## src/hit_or_miss_3x3_stream_top_defines.svh

```systemverilog
// Assertion macros for the 3x3 hit-or-miss stream block.
// Both expect clk_i in scope; HOM3_ASSERT also expects rst_ni.
`ifndef HIT_OR_MISS_3X3_STREAM_TOP_DEFINES_SVH
`define HIT_OR_MISS_3X3_STREAM_TOP_DEFINES_SVH
`ifndef SYNTH
// Checked on every rising edge outside reset.
`define HOM3_ASSERT(label, prop) \
  label: assert property (@(posedge clk_i) disable iff (!rst_ni) prop) \
    else $error("hom3 assertion failed");
// Checked on every rising edge, reset included.
`define HOM3_ASSERT_ALWAYS(label, prop) \
  label: assert property (@(posedge clk_i) prop) \
    else $error("hom3 assertion failed");
`else
`define HOM3_ASSERT(label, prop)
`define HOM3_ASSERT_ALWAYS(label, prop)
`endif
`endif

```

## src/hom3_pkg.sv

```systemverilog
package hom3_pkg;

  // Frame size limits and derived widths.
  localparam int MAX_WIDTH   = 1024;
  localparam int MAX_HEIGHT  = 1024;
  localparam int COL_W       = $clog2(MAX_WIDTH);
  localparam int ROW_W       = $clog2(MAX_HEIGHT);
  localparam int WDIM_W      = COL_W + 1;
  localparam int HDIM_W      = ROW_W + 1;
  localparam int MIN_DIM     = 3;
  localparam int RESET_WIDTH  = 640;
  localparam int RESET_HEIGHT = 480;

  // Port widths fixed by the interface.
  localparam int CFG_W       = 11;
  localparam int CFG_IDX_W   = 2;
  localparam int MODE_W      = 3;
  localparam int PIX_W       = 8;
  localparam int OUT_COORD_W = 10;

  // Queue between classification and output.
  localparam int FIFO_DEPTH  = 4;
  localparam int FIFO_PTR_W  = $clog2(FIFO_DEPTH);

  localparam logic [PIX_W-1:0] PIX_FULL = '1;
  localparam logic [PIX_W-1:0] PIX_ZERO = '0;

  typedef enum logic [CFG_IDX_W-1:0] {
    CFG_MASK_SELECT  = 2'd0,
    CFG_IMAGE_WIDTH  = 2'd1,
    CFG_IMAGE_HEIGHT = 2'd2
  } cfg_index_e;

  typedef enum logic [MODE_W-1:0] {
    MODE_SET4    = 3'd0,
    MODE_SET8    = 3'd1,
    MODE_SINGLE0 = 3'd2,
    MODE_SINGLE1 = 3'd3,
    MODE_SINGLE2 = 3'd4,
    MODE_SINGLE3 = 3'd5
  } mode_e;

  typedef enum logic [1:0] {
    CLS_ZERO  = 2'd0,
    CLS_FULL  = 2'd1,
    CLS_OTHER = 2'd2
  } class_e;

  // Masks as two 9-bit vectors; bit (row * 3 + col) of the window.
  // The first vector asks for full pixels, the second for zero pixels.
  localparam logic [8:0] FOUR_FULL [4] = '{
    9'b001_001_001, 9'b000_000_111, 9'b100_100_100, 9'b111_000_000
  };
  localparam logic [8:0] FOUR_ZERO [4] = '{
    9'b000_010_000, 9'b000_010_000, 9'b000_010_000, 9'b000_010_000
  };
  localparam logic [8:0] EIGHT_FULL [8] = '{
    9'b111_010_000, 9'b011_011_000, 9'b001_011_001, 9'b000_011_011,
    9'b000_010_111, 9'b000_110_110, 9'b100_110_100, 9'b110_110_000
  };
  localparam logic [8:0] EIGHT_ZERO [8] = '{
    9'b000_000_111, 9'b000_100_110, 9'b100_100_100, 9'b110_100_000,
    9'b111_000_000, 9'b011_001_000, 9'b001_001_001, 9'b000_001_011
  };

  // One queue entry: the interior result and the border result, each if any.
  typedef struct packed {
    logic [COL_W-1:0]  col;
    logic [ROW_W-1:0]  row;
    logic              has_inner;
    logic              inner_hit;
    logic              has_border;
    logic [PIX_W-1:0]  border_pix;
  } item_t;

  function automatic class_e classify(input logic [PIX_W-1:0] pix);
    class_e cls;
    if (pix == PIX_ZERO) begin
      cls = CLS_ZERO;
    end else if (pix == PIX_FULL) begin
      cls = CLS_FULL;
    end else begin
      cls = CLS_OTHER;
    end
    return cls;
  endfunction

  function automatic logic mask_match(input logic [8:0] is_full, input logic [8:0] is_zero,
                                      input logic [8:0] need_full,
                                      input logic [8:0] need_zero);
    return ((need_full & ~is_full) | (need_zero & ~is_zero)) == 9'd0;
  endfunction

  function automatic logic [WDIM_W-1:0] clamp_width(input logic [CFG_W-1:0] v);
    logic [31:0] x;
    x = 32'(v);
    if (x < 32'(MIN_DIM)) begin
      x = 32'(MIN_DIM);
    end else if (x > 32'(MAX_WIDTH)) begin
      x = 32'(MAX_WIDTH);
    end
    return WDIM_W'(x);
  endfunction

  function automatic logic [HDIM_W-1:0] clamp_height(input logic [CFG_W-1:0] v);
    logic [31:0] x;
    x = 32'(v);
    if (x < 32'(MIN_DIM)) begin
      x = 32'(MIN_DIM);
    end else if (x > 32'(MAX_HEIGHT)) begin
      x = 32'(MAX_HEIGHT);
    end
    return HDIM_W'(x);
  endfunction

endpackage

```

## src/hom3_front.sv

```systemverilog
module hom3_front (
  input  logic                         clk_i,
  input  logic                         rst_ni,
  input  logic                         cfg_we_i,
  input  logic [hom3_pkg::CFG_IDX_W-1:0] cfg_index_i,
  input  logic [hom3_pkg::CFG_W-1:0]   cfg_wdata_i,
  input  logic                         in_valid_i,
  output logic                         in_stall_o,
  input  logic [hom3_pkg::PIX_W-1:0]   pixel_value_i,
  output logic                         push_o,
  output hom3_pkg::item_t              item_o,
  input  logic                         full_i
);

  logic [hom3_pkg::MODE_W-1:0] mask_select_q;
  logic [hom3_pkg::WDIM_W-1:0] width_q;
  logic [hom3_pkg::HDIM_W-1:0] height_q;
  logic [hom3_pkg::COL_W-1:0]  col_q, col_d;
  logic [hom3_pkg::ROW_W-1:0]  row_q, row_d;

  logic                        s2_valid_q, s2_valid_d;
  logic [hom3_pkg::COL_W-1:0]  s2_col_q;
  logic [hom3_pkg::ROW_W-1:0]  s2_row_q;
  logic [hom3_pkg::PIX_W-1:0]  s2_pix_q;
  hom3_pkg::class_e            s2_cls_q;
  logic [1:0]                  up_rd_q, mid_rd_q;

  logic [8:0][1:0]             win_q, win_d;
  logic [8:0]                  is_full, is_zero;
  logic [3:0]                  hit4;
  logic [7:0]                  hit8;
  logic                        hit, set_mode, has_inner, has_border, need_push;
  logic [hom3_pkg::PIX_W-1:0]  border_pix;
  logic                        accept, s2_adv;

  logic [1:0] upper_mem  [hom3_pkg::MAX_WIDTH];
  logic [1:0] middle_mem [hom3_pkg::MAX_WIDTH];

  // Handshake between the input port, the second stage and the queue.
  assign need_push  = has_inner | has_border;
  assign s2_adv     = s2_valid_q & (~need_push | ~full_i);
  assign push_o     = s2_valid_q & need_push & ~full_i;
  assign in_stall_o = s2_valid_q & ~s2_adv;
  assign accept     = in_valid_i & ~in_stall_o;

  // Raster position of the next pixel.
  always_comb begin
    col_d = col_q;
    row_d = row_q;
    if (accept) begin
      if ({1'b0, col_q} + hom3_pkg::WDIM_W'(1) >= width_q) begin
        col_d = '0;
        if ({1'b0, row_q} + hom3_pkg::HDIM_W'(1) >= height_q) begin
          row_d = '0;
        end else begin
          row_d = row_q + hom3_pkg::ROW_W'(1);
        end
      end else begin
        col_d = col_q + hom3_pkg::COL_W'(1);
      end
    end
  end

  // Configuration registers and position counters; a size write restarts the frame.
  always_ff @(posedge clk_i or negedge rst_ni) begin
    if (!rst_ni) begin
      mask_select_q <= hom3_pkg::MODE_SET4;
      width_q       <= hom3_pkg::clamp_width(hom3_pkg::CFG_W'(hom3_pkg::RESET_WIDTH));
      height_q      <= hom3_pkg::clamp_height(hom3_pkg::CFG_W'(hom3_pkg::RESET_HEIGHT));
      col_q         <= '0;
      row_q         <= '0;
    end else if (cfg_we_i) begin
      unique case (hom3_pkg::cfg_index_e'(cfg_index_i))
        hom3_pkg::CFG_MASK_SELECT: begin
          mask_select_q <= cfg_wdata_i[hom3_pkg::MODE_W-1:0];
        end
        hom3_pkg::CFG_IMAGE_WIDTH: begin
          width_q <= hom3_pkg::clamp_width(cfg_wdata_i);
          col_q   <= '0;
          row_q   <= '0;
        end
        hom3_pkg::CFG_IMAGE_HEIGHT: begin
          height_q <= hom3_pkg::clamp_height(cfg_wdata_i);
          col_q    <= '0;
          row_q    <= '0;
        end
        default: begin
        end
      endcase
    end else begin
      col_q <= col_d;
      row_q <= row_d;
    end
  end

  // Line stores: read as a pixel is taken, written back as it leaves the second stage.
  always_ff @(posedge clk_i) begin
    if (accept) begin
      up_rd_q  <= upper_mem[col_q];
      mid_rd_q <= middle_mem[col_q];
      s2_col_q <= col_q;
      s2_row_q <= row_q;
      s2_pix_q <= pixel_value_i;
      s2_cls_q <= hom3_pkg::classify(pixel_value_i);
    end
    if (s2_adv) begin
      upper_mem[s2_col_q]  <= mid_rd_q;
      middle_mem[s2_col_q] <= s2_cls_q;
    end
  end

  // Second stage occupancy and the 3x3 class window.
  assign s2_valid_d = accept | (s2_valid_q & ~s2_adv);

  always_ff @(posedge clk_i or negedge rst_ni) begin
    if (!rst_ni) begin
      s2_valid_q <= 1'b0;
      win_q      <= '0;
    end else begin
      s2_valid_q <= s2_valid_d;
      if (s2_adv) begin
        win_q <= win_d;
      end
    end
  end

  // Shift the window one column left and bring in the new column.
  always_comb begin
    for (int r = 0; r < 3; r++) begin
      win_d[r*3]     = win_q[r*3+1];
      win_d[r*3 + 1] = win_q[r*3+2];
    end
    win_d[2] = up_rd_q;
    win_d[5] = mid_rd_q;
    win_d[8] = s2_cls_q;
    for (int i = 0; i < 9; i++) begin
      is_full[i] = (win_d[i] == hom3_pkg::CLS_FULL);
      is_zero[i] = (win_d[i] == hom3_pkg::CLS_ZERO);
    end
  end

  // All masks are matched side by side.
  always_comb begin
    for (int k = 0; k < 4; k++) begin
      hit4[k] = hom3_pkg::mask_match(is_full, is_zero,
                                     hom3_pkg::FOUR_FULL[k], hom3_pkg::FOUR_ZERO[k]);
    end
    for (int k = 0; k < 8; k++) begin
      hit8[k] = hom3_pkg::mask_match(is_full, is_zero,
                                     hom3_pkg::EIGHT_FULL[k], hom3_pkg::EIGHT_ZERO[k]);
    end
  end

  // Mode decode; the unused codes behave as the four-mask set.
  always_comb begin
    set_mode = 1'b0;
    unique case (mask_select_q)
      hom3_pkg::MODE_SET8:    hit = |hit8;
      hom3_pkg::MODE_SINGLE0: hit = hit4[0];
      hom3_pkg::MODE_SINGLE1: hit = hit4[1];
      hom3_pkg::MODE_SINGLE2: hit = hit4[2];
      hom3_pkg::MODE_SINGLE3: hit = hit4[3];
      default:                hit = |hit4;
    endcase
    unique case (mask_select_q) inside
      hom3_pkg::MODE_SINGLE0, hom3_pkg::MODE_SINGLE1,
      hom3_pkg::MODE_SINGLE2, hom3_pkg::MODE_SINGLE3: set_mode = 1'b0;
      default:                                        set_mode = 1'b1;
    endcase
  end

  // The new pixel completes the window of the pixel up and to the left.
  always_comb begin
    has_inner = (s2_col_q >= hom3_pkg::COL_W'(2))
              & ({1'b0, s2_col_q} + hom3_pkg::WDIM_W'(1) <= width_q)
              & (s2_row_q >= hom3_pkg::ROW_W'(2))
              & ({1'b0, s2_row_q} + hom3_pkg::HDIM_W'(1) <= height_q);
    has_border = (s2_col_q == '0) | (s2_row_q == '0)
               | ({1'b0, s2_col_q} + hom3_pkg::WDIM_W'(1) >= width_q)
               | ({1'b0, s2_row_q} + hom3_pkg::HDIM_W'(1) >= height_q);
    if (!set_mode) begin
      border_pix = s2_pix_q;
    end else if (s2_pix_q == hom3_pkg::PIX_FULL) begin
      border_pix = hom3_pkg::PIX_FULL;
    end else begin
      border_pix = hom3_pkg::PIX_ZERO;
    end
  end

  assign item_o.col        = s2_col_q;
  assign item_o.row        = s2_row_q;
  assign item_o.has_inner  = has_inner;
  assign item_o.inner_hit  = hit;
  assign item_o.has_border = has_border;
  assign item_o.border_pix = border_pix;

endmodule

```

## src/hom3_fifo.sv

```systemverilog
module hom3_fifo (
  input  logic            clk_i,
  input  logic            rst_ni,
  input  logic            push_i,
  input  hom3_pkg::item_t item_i,
  output logic            full_o,
  input  logic            pop_i,
  output hom3_pkg::item_t head_o,
  output logic            empty_o
);

  hom3_pkg::item_t               entries_q [hom3_pkg::FIFO_DEPTH];
  logic [hom3_pkg::FIFO_PTR_W:0] wr_ptr_q, rd_ptr_q;

  // The extra pointer bit tells a full queue from an empty one.
  assign empty_o = (wr_ptr_q == rd_ptr_q);
  assign full_o  = (wr_ptr_q[hom3_pkg::FIFO_PTR_W] != rd_ptr_q[hom3_pkg::FIFO_PTR_W])
                 & (wr_ptr_q[hom3_pkg::FIFO_PTR_W-1:0] == rd_ptr_q[hom3_pkg::FIFO_PTR_W-1:0]);
  assign head_o  = entries_q[rd_ptr_q[hom3_pkg::FIFO_PTR_W-1:0]];

  always_ff @(posedge clk_i or negedge rst_ni) begin
    if (!rst_ni) begin
      wr_ptr_q <= '0;
      rd_ptr_q <= '0;
    end else begin
      if (push_i) begin
        wr_ptr_q <= wr_ptr_q + 1'b1;
      end
      if (pop_i) begin
        rd_ptr_q <= rd_ptr_q + 1'b1;
      end
    end
  end

  // Entry storage.
  always_ff @(posedge clk_i) begin
    if (push_i) begin
      entries_q[wr_ptr_q[hom3_pkg::FIFO_PTR_W-1:0]] <= item_i;
    end
  end

endmodule

```

## src/hom3_back.sv

```systemverilog
module hom3_back (
  input  logic                              clk_i,
  input  logic                              rst_ni,
  input  hom3_pkg::item_t                   head_i,
  input  logic                              empty_i,
  output logic                              pop_o,
  output logic                              out_valid_o,
  input  logic                              out_stall_i,
  output logic [hom3_pkg::OUT_COORD_W-1:0]  out_col_o,
  output logic [hom3_pkg::OUT_COORD_W-1:0]  out_row_o,
  output logic [hom3_pkg::PIX_W-1:0]        out_pixel_o,
  output logic                              last_in_run_o
);

  logic                             out_valid_q;
  logic                             phase_q;
  logic [hom3_pkg::OUT_COORD_W-1:0] out_col_q, out_row_q;
  logic [hom3_pkg::PIX_W-1:0]       out_pixel_q;
  logic                             last_q;
  logic                             load, inner_turn, last_part;

  // A result is loaded whenever the output register is free or being taken.
  assign load       = ~empty_i & (~out_valid_q | ~out_stall_i);
  assign inner_turn = head_i.has_inner & ~phase_q;
  assign last_part  = ~inner_turn | ~head_i.has_border;
  assign pop_o      = load & last_part;

  // Control: output occupancy and whether the interior result has gone.
  always_ff @(posedge clk_i or negedge rst_ni) begin
    if (!rst_ni) begin
      out_valid_q <= 1'b0;
      phase_q     <= 1'b0;
    end else begin
      if (load) begin
        out_valid_q <= 1'b1;
        phase_q     <= ~last_part;
      end else if (!out_stall_i) begin
        out_valid_q <= 1'b0;
      end
    end
  end

  // Output payload: the interior result first, then the border result.
  always_ff @(posedge clk_i) begin
    if (load) begin
      last_q <= last_part;
      if (inner_turn) begin
        out_col_q   <= hom3_pkg::OUT_COORD_W'(head_i.col - hom3_pkg::COL_W'(1));
        out_row_q   <= hom3_pkg::OUT_COORD_W'(head_i.row - hom3_pkg::ROW_W'(1));
        out_pixel_q <= head_i.inner_hit ? hom3_pkg::PIX_FULL : hom3_pkg::PIX_ZERO;
      end else begin
        out_col_q   <= hom3_pkg::OUT_COORD_W'(head_i.col);
        out_row_q   <= hom3_pkg::OUT_COORD_W'(head_i.row);
        out_pixel_q <= head_i.border_pix;
      end
    end
  end

  assign out_valid_o   = out_valid_q;
  assign out_col_o     = out_col_q;
  assign out_row_o     = out_row_q;
  assign out_pixel_o   = out_pixel_q;
  assign last_in_run_o = last_q;

endmodule

```

## src/hit_or_miss_3x3_stream_top.sv

```systemverilog
// 3x3 hit-or-miss transform on a raster stream of 8-bit pixels. One pixel
// can be taken every cycle; it is classified and windowed in a two-stage
// front end built round two line stores (each with one read and one write
// per cycle), and its results wait in a four-entry queue for the output
// register, which sends one result per cycle unless stalled. A pixel gives
// zero, one or two results (the interior result of the pixel up and to the
// left first, then its own result if it lies on the frame border), and a
// pixel's two results leave one after the other. Input is held off only
// when the queue is full, as under output stalls or along the last row,
// where every pixel from the third column on gives two results. Results
// carry their coordinates; last_in_run_o marks each pixel's final result.
// Line stores are not cleared after reset; their unwritten contents never
// reach a result. Configuration must be written only while the block is
// idle (the block does not enforce this); a size write restarts the frame.
`include "hit_or_miss_3x3_stream_top_defines.svh"

module hit_or_miss_3x3_stream_top (
  input  logic                              clk_i,
  input  logic                              rst_ni,
  input  logic                              cfg_we_i,
  input  logic [hom3_pkg::CFG_IDX_W-1:0]    cfg_index_i,
  input  logic [hom3_pkg::CFG_W-1:0]        cfg_wdata_i,
  input  logic                              in_valid_i,
  output logic                              in_stall_o,
  input  logic [hom3_pkg::PIX_W-1:0]        pixel_value_i,
  output logic                              out_valid_o,
  input  logic                              out_stall_i,
  output logic [hom3_pkg::OUT_COORD_W-1:0]  out_col_o,
  output logic [hom3_pkg::OUT_COORD_W-1:0]  out_row_o,
  output logic [hom3_pkg::PIX_W-1:0]        out_pixel_o,
  output logic                              last_in_run_o
);

  logic            q_push, q_full, q_pop, q_empty;
  hom3_pkg::item_t q_item, q_head;

  // Front end: position, line stores, window and mask matching.
  hom3_front u_front (
    .clk_i         (clk_i),
    .rst_ni        (rst_ni),
    .cfg_we_i      (cfg_we_i),
    .cfg_index_i   (cfg_index_i),
    .cfg_wdata_i   (cfg_wdata_i),
    .in_valid_i    (in_valid_i),
    .in_stall_o    (in_stall_o),
    .pixel_value_i (pixel_value_i),
    .push_o        (q_push),
    .item_o        (q_item),
    .full_i        (q_full)
  );

  // Queue between the two halves.
  hom3_fifo u_fifo (
    .clk_i   (clk_i),
    .rst_ni  (rst_ni),
    .push_i  (q_push),
    .item_i  (q_item),
    .full_o  (q_full),
    .pop_i   (q_pop),
    .head_o  (q_head),
    .empty_o (q_empty)
  );

  // Back end: splits each entry into its results.
  hom3_back u_back (
    .clk_i         (clk_i),
    .rst_ni        (rst_ni),
    .head_i        (q_head),
    .empty_i       (q_empty),
    .pop_o         (q_pop),
    .out_valid_o   (out_valid_o),
    .out_stall_i   (out_stall_i),
    .out_col_o     (out_col_o),
    .out_row_o     (out_row_o),
    .out_pixel_o   (out_pixel_o),
    .last_in_run_o (last_in_run_o)
  );

  // The queue is never written when full nor read when empty.
  `HOM3_ASSERT(a_no_overflow, q_push |-> !q_full)
  `HOM3_ASSERT(a_no_underflow, q_pop |-> !q_empty)
  // A pixel's results leave back to back, with no gap inside a run.
  `HOM3_ASSERT(a_run_unbroken, out_valid_o && !last_in_run_o |=> out_valid_o)
  // Nothing is offered while reset is applied.
  `HOM3_ASSERT_ALWAYS(a_quiet_in_reset, !rst_ni |-> !out_valid_o)

endmodule
```

## config.mk

```make
export PLATFORM = sky130hd
export DESIGN_NAME = hit_or_miss_3x3_stream_top
export DESIGN_NICKNAME = d
export VERILOG_FILES = /design/src/hom3_pkg.sv /design/src/hom3_front.sv /design/src/hom3_fifo.sv /design/src/hom3_back.sv /design/src/hit_or_miss_3x3_stream_top.sv
export VERILOG_INCLUDE_DIRS = /design/src /design/src/src
export SDC_FILE = /design/constraint.sdc
export NUM_CORES = 2
export LEC_CHECK = 0
export BUFFER_PORTS_ARGS = -buffer_cell sky130_fd_sc_hd__buf_2
export CAP_MARGIN = 10
export CORE_MARGIN = 2
export CORE_UTILIZATION = 39
export CTS_BUF_LIST = sky130_fd_sc_hd__clkbuf_2 sky130_fd_sc_hd__clkbuf_4 sky130_fd_sc_hd__clkbuf_8
export DETAILED_ROUTE_END_ITERATION = 6
export PLACE_DENSITY_LB_ADDON = 0.1
export SETUP_SLACK_MARGIN = 0.2
export SYNTH_ARGS = -nofsm -noshare
export SYNTH_HDL_FRONTEND = slang
export SYNTH_MEMORY_MAX_BITS = 65536
export SYNTH_SLANG_ARGS = --single-unit
```

## constraint.sdc

```tcl
create_clock -name clk_i -period 14.15 [get_ports clk_i]
set_input_delay 0.7075 -clock clk_i [delete_from_list [all_inputs] [get_ports clk_i]]
set_output_delay 0.7075 -clock clk_i [all_outputs]
set_load 0.05 [all_outputs]
```

==> impl_summary.log <==
INFO  metric main_synth_ff_type = sky130_fd_sc_hd__edfxtp_1
INFO  metric timing.setup.critical_path_class = reg -> reg
INFO  metric ir_worst_vdd = 0.136 mV
INFO  metric total_die_area = between 400000 and 500000 um2
INFO  metric cp_data_required_time = 15.15 ns
INFO  metric cpLargestDelayFamily = compound AO/OA/AOI/OAI gates
INFO  metric period_minus_slack = 6.68 ns
INFO  metric crit_start_category = register
INFO  metric syn-cell-area = approximately 170000 um2
INFO  metric finish.utilization = 44.2%
INFO  metric worstSkewPairLatency = roughly 1.2 ns
INFO  metric vias_after_detailed_routing = 94700
INFO  metric post-layout-total-power = between 30000 and 40000 uW
INFO  metric synth.avg_cell_area = ~19 um2
INFO  metric max-cap-violations = 0
INFO  metric tritoncts_clock_tree = done
INFO  metric ant_nets = 0
INFO  metric antenna_violations_before_repair = 65
INFO  metric number_of_buffer_and_inverter_instances_along_the_worst_setup_path = 3
INFO  metric final_hold_viol_count = 0
INFO  metric globalRouteTotalUtil = 25.4%
INFO  metric critical-path-max-stage-delay = ~0.89 ns
INFO  metric layout_worst_path_cycle_share = between 40% and 50%
INFO  metric setup_tns = 0 ns
INFO  metric post_synth_num_cell_types = 79
INFO  metric synthesis.nets = 9164
INFO  metric postSynth.asyncResetShare = under 10%
INFO  metric clock-sinks = roughly 4300
INFO  metric initial_core_utilization = 39.2%
INFO  metric synth_sequential_area_ratio = roughly 75%
INFO  metric rsz0062_at_grt = false
INFO  metric dp_cells = 14700
INFO  metric hp-class = in -> async
INFO  metric synth_warnings = 0
INFO  metric final_instance_area = 195000 um2
INFO  metric grt_remaining_overflow = 0
INFO  metric detailed_place.area = between 150000 and 200000 um2
INFO  metric syn_to_final_growth = 12.8%
INFO  metric power_per_cell_area = 178 nW/um2
INFO  metric layout.filler_cells = 38100
INFO  metric io-pin-count = 57
INFO  metric worst_clock_skew = 0.0701 ns
INFO  metric worst_ep_arrival_time = 7.68 ns
INFO  metric status = finished clean
INFO  metric die_w = 670 um
INFO  metric critical_path.slowest_cell = sky130_fd_sc_hd__dfrtp_4
INFO  metric detailedRoute.firstPassIterationCount = 6
INFO  metric drt_iter0_drcs = 11900
INFO  metric path_cells = buf_12, buf_4, buf_4, mux4_2, mux4_2, a22oi_1, nand3_1, o211ai_1, o2111ai_1, a32o_1
INFO  metric chipHeight = between 600 and 700 um
INFO  metric critical_path_peak_fanout = 67
INFO  metric max-clock-path-buffers = 4
INFO  metric wire_length_of_the_first_global_routing_pass = 797000 um
INFO  metric route.detailed.wl_per_inst = between 30 and 40 um
INFO  metric num_rows = about 240
INFO  metric power.static_leakage = approximately 0.060 uW
INFO  metric port_buffers = 56
INFO  metric register_area = 130000 um2
INFO  metric wirelength = 583000 um
INFO  metric setup-violations-final = 0
INFO  metric post_route_cells_drive_above_1_share = 25.2%
INFO  metric gate_count_of_the_mapped_netlist = 9074
INFO  metric numCtsBuffers = 736
INFO  metric placeableCoreArea = 442000 um2
INFO  metric cts.reportedPaths.clkPinSlew = 0.06 ns
INFO  metric yosys_register_bits = 4349
INFO  metric maxSlewViolCount = 0
INFO  metric grt_start_max_net_pins = 204
INFO  metric crit_path_end_kind = register
INFO  metric finish.net_count = 9682
INFO  metric root_buffer = sky130_fd_sc_hd__clkbuf_8
INFO  metric count_of_non_filler_cells_in_the_finished_layout = 16100
INFO  metric via_count_of_the_first_global_routing_pass = 96200
INFO  metric cts.repair.resized = 0
INFO  metric post_drt_via_cell_ratio = 5.88
INFO  metric globalplace.congestion = 0.848
INFO  metric h-tree-depth = 6
INFO  metric footprint_of_the_multi_input_gates = 39900 um2
INFO  metric synth_edf_count = 4283
INFO  metric drc = 0
INFO  metric worst_slew_pin_slew = 1.28 ns
INFO  metric dpl.hpwl = 350000 um
INFO  metric max_frequency = around 0.15 GHz
INFO  metric worst_slew_margin_rel = 13.5%
==> per-stage QoR <==
step | hold WS (ns) | worst slack (ns)
floorplan | 0.412 | -0.601
global placement | 0.469 | 7.51
detailed placement | 0.473 | 7.47
CTS | 0.0313 | 7.46
global route | 0.192 | 7.37
finish | 0.177 | 7.47
==> layer usage <==
metal	track usage [%]	vias up	part of all wire (%)
met3	5.32	970	8.5
met1	34.4	50800	40
met2	40.6	4864	47
met5	0	-	0.038
li1	-	38000	-
met4	9.56	30	3.9
==> cell families after synthesis <==
group / Yosys count / synth area share [%]
mux: 1354 / 14.6
simple gates: 1740 / 4.21
buf+inv: 680 / 1.83
compound gates: 835 / 3.35
xor+xnor: 52 / 0.263
fa+ha+maj: 64 / 0.463
flops: 4349 / 75.3
==> power breakdown <==
| group | internal, uW | total [uW] | switching, uW |
|---|---|---|---|
| clock network | 5850 | 11100 | 5230 |
| registers | 15400 | 15600 | 186 |
| logic | 2710 | 8010 | 5300 |
==> flip-flops by register name, summed over array words and instances, names as in the netlist, 2 cells and up <==
register               count
u_front.s2_cls_q           2
u_front.mid_rd_q           2
u_front.width_q           11
u_back.out_col_o          10
u_front.win_d             12
u_front.s2_col_q          10
u_front.col_q             10
u_front.height_q          11
u_front.up_rd_q            2
u_front.s2_row_q          10
u_front.middle_mem      2048
u_front.row_q             10
u_front.s2_pix_q           8
u_fifo.wr_ptr_q            3
u_fifo.rd_ptr_q            3
u_front.mask_select_q      3
u_back.out_pixel_o         8
u_front.upper_mem       2048
u_fifo.entries_q         124
u_back.out_row_o          10
==> synth_stat cells (11+ instances only) <==
cell                           n  area share [%]
sky130_fd_sc_hd__nor3b_1      13           0.056
sky130_fd_sc_hd__inv_1        48            0.10
sky130_fd_sc_hd__a32o_1       11           0.064
sky130_fd_sc_hd__o221ai_1     40            0.20
sky130_fd_sc_hd__o2111ai_1    15           0.076
sky130_fd_sc_hd__o21ai_0     127            0.37
sky130_fd_sc_hd__edfxtp_1   4283              74
sky130_fd_sc_hd__mux2i_1     360             2.1
sky130_fd_sc_hd__a221oi_1     70            0.35
sky130_fd_sc_hd__nor3_1       37            0.11
sky130_fd_sc_hd__buf_2       164            0.47
sky130_fd_sc_hd__clkbuf_1    334            0.72
sky130_fd_sc_hd__buf_6        15           0.098
sky130_fd_sc_hd__nand2b_1     29            0.10
sky130_fd_sc_hd__nor4_1       14           0.051
sky130_fd_sc_hd__a21o_1       11           0.048
sky130_fd_sc_hd__dfrtp_1      60            0.87
sky130_fd_sc_hd__a22oi_1     141            0.61
sky130_fd_sc_hd__nor2_1     1123             2.4
sky130_fd_sc_hd__mux4_2      931              12
sky130_fd_sc_hd__o31ai_1      11           0.048
sky130_fd_sc_hd__nand4_1      57            0.21
sky130_fd_sc_hd__buf_1        35           0.076
sky130_fd_sc_hd__a31oi_1      25           0.090
sky130_fd_sc_hd__a22o_1       14           0.071
sky130_fd_sc_hd__nand2_1     286            0.62
sky130_fd_sc_hd__o22ai_1      67            0.24
sky130_fd_sc_hd__ha_1         64            0.46
sky130_fd_sc_hd__and2_1       15           0.054
sky130_fd_sc_hd__o211ai_1     17           0.074
sky130_fd_sc_hd__a21oi_1     156            0.45
sky130_fd_sc_hd__xnor2_1      37            0.19
sky130_fd_sc_hd__and3_1       15           0.054
sky130_fd_sc_hd__nor2b_1      25           0.090
sky130_fd_sc_hd__nand3_1      86            0.25
sky130_fd_sc_hd__buf_4        78            0.34
sky130_fd_sc_hd__xor2_1       15           0.076
sky130_fd_sc_hd__a2111oi_0    13           0.066
sky130_fd_sc_hd__mux2_2       63            0.41
sky130_fd_sc_hd__a211oi_1     36            0.16
==> layout make-up <==
| class | count | share of cell area (%) |
|---|---|---|
| clock inverters | 358 | 1.16 |
| clock buffers | 963 | 6.12 |
| diodes | 16 | 0.0205 |
| multi-input cells | 4045 | 20.4 |
| inverters | 53 | 0.111 |
| flip-flops and latches | 4349 | 66.7 |
| well taps | 5904 | 3.78 |
| repair buffers | 407 | 1.68 |
==> final timing paths <==
| kind | startpoint | endpoint | slack (ns) | cells past startpoint |
|---|---|---|---|---|
| max | u_front.col_q[0] | u_front.up_rd_q[0] | 7.47 | 10 |
| min | rst_ni | u_front.row_q[7] | 0.18 | 2 |
| max reg2reg | u_front.col_q[0] | u_front.up_rd_q[0] | 7.47 | 10 |
| min reg2reg | u_front.height_q[6] | u_front.height_q[6] | 0.48 | 2 |
| max in group asynchronous | rst_ni | u_front.col_q[4] | 13.20 | 2 |
| min in group clk_i | cfg_we_i | u_front.row_q[2] | 0.18 | 4 |
==> repair_timing <==
action | 4_1_cts | 5_1_grt
endpoints found under the hold margin | 127 | 0
hold buffers | 30 | 0
buffers inserted | 0 | 0
==> cells in the final DEF, fill, tap and decap left out, drive strengths merged, types with 36 or more instances in the layout <==
cell    synthesis  layout
nand3          87      87
o21ai         127     127
o22ai          67      67
a21oi         156     156
o221ai         40      40
nand2         286     286
a22oi         141     141
xnor2          37      37
a221oi         70      70
mux2           63      63
nor2         1123    1123
inv            50      75
mux4          931     931
a211oi         36      36
clkinv          3     302
edfxtp       4283    4283
ha             64      64
buf           292     376
nor3           39      39
nand4          57      57
clkbuf        335     964
dfrtp          60      60
mux2i         360     360
No activity file was read; power rests on OpenSTA's default activity.
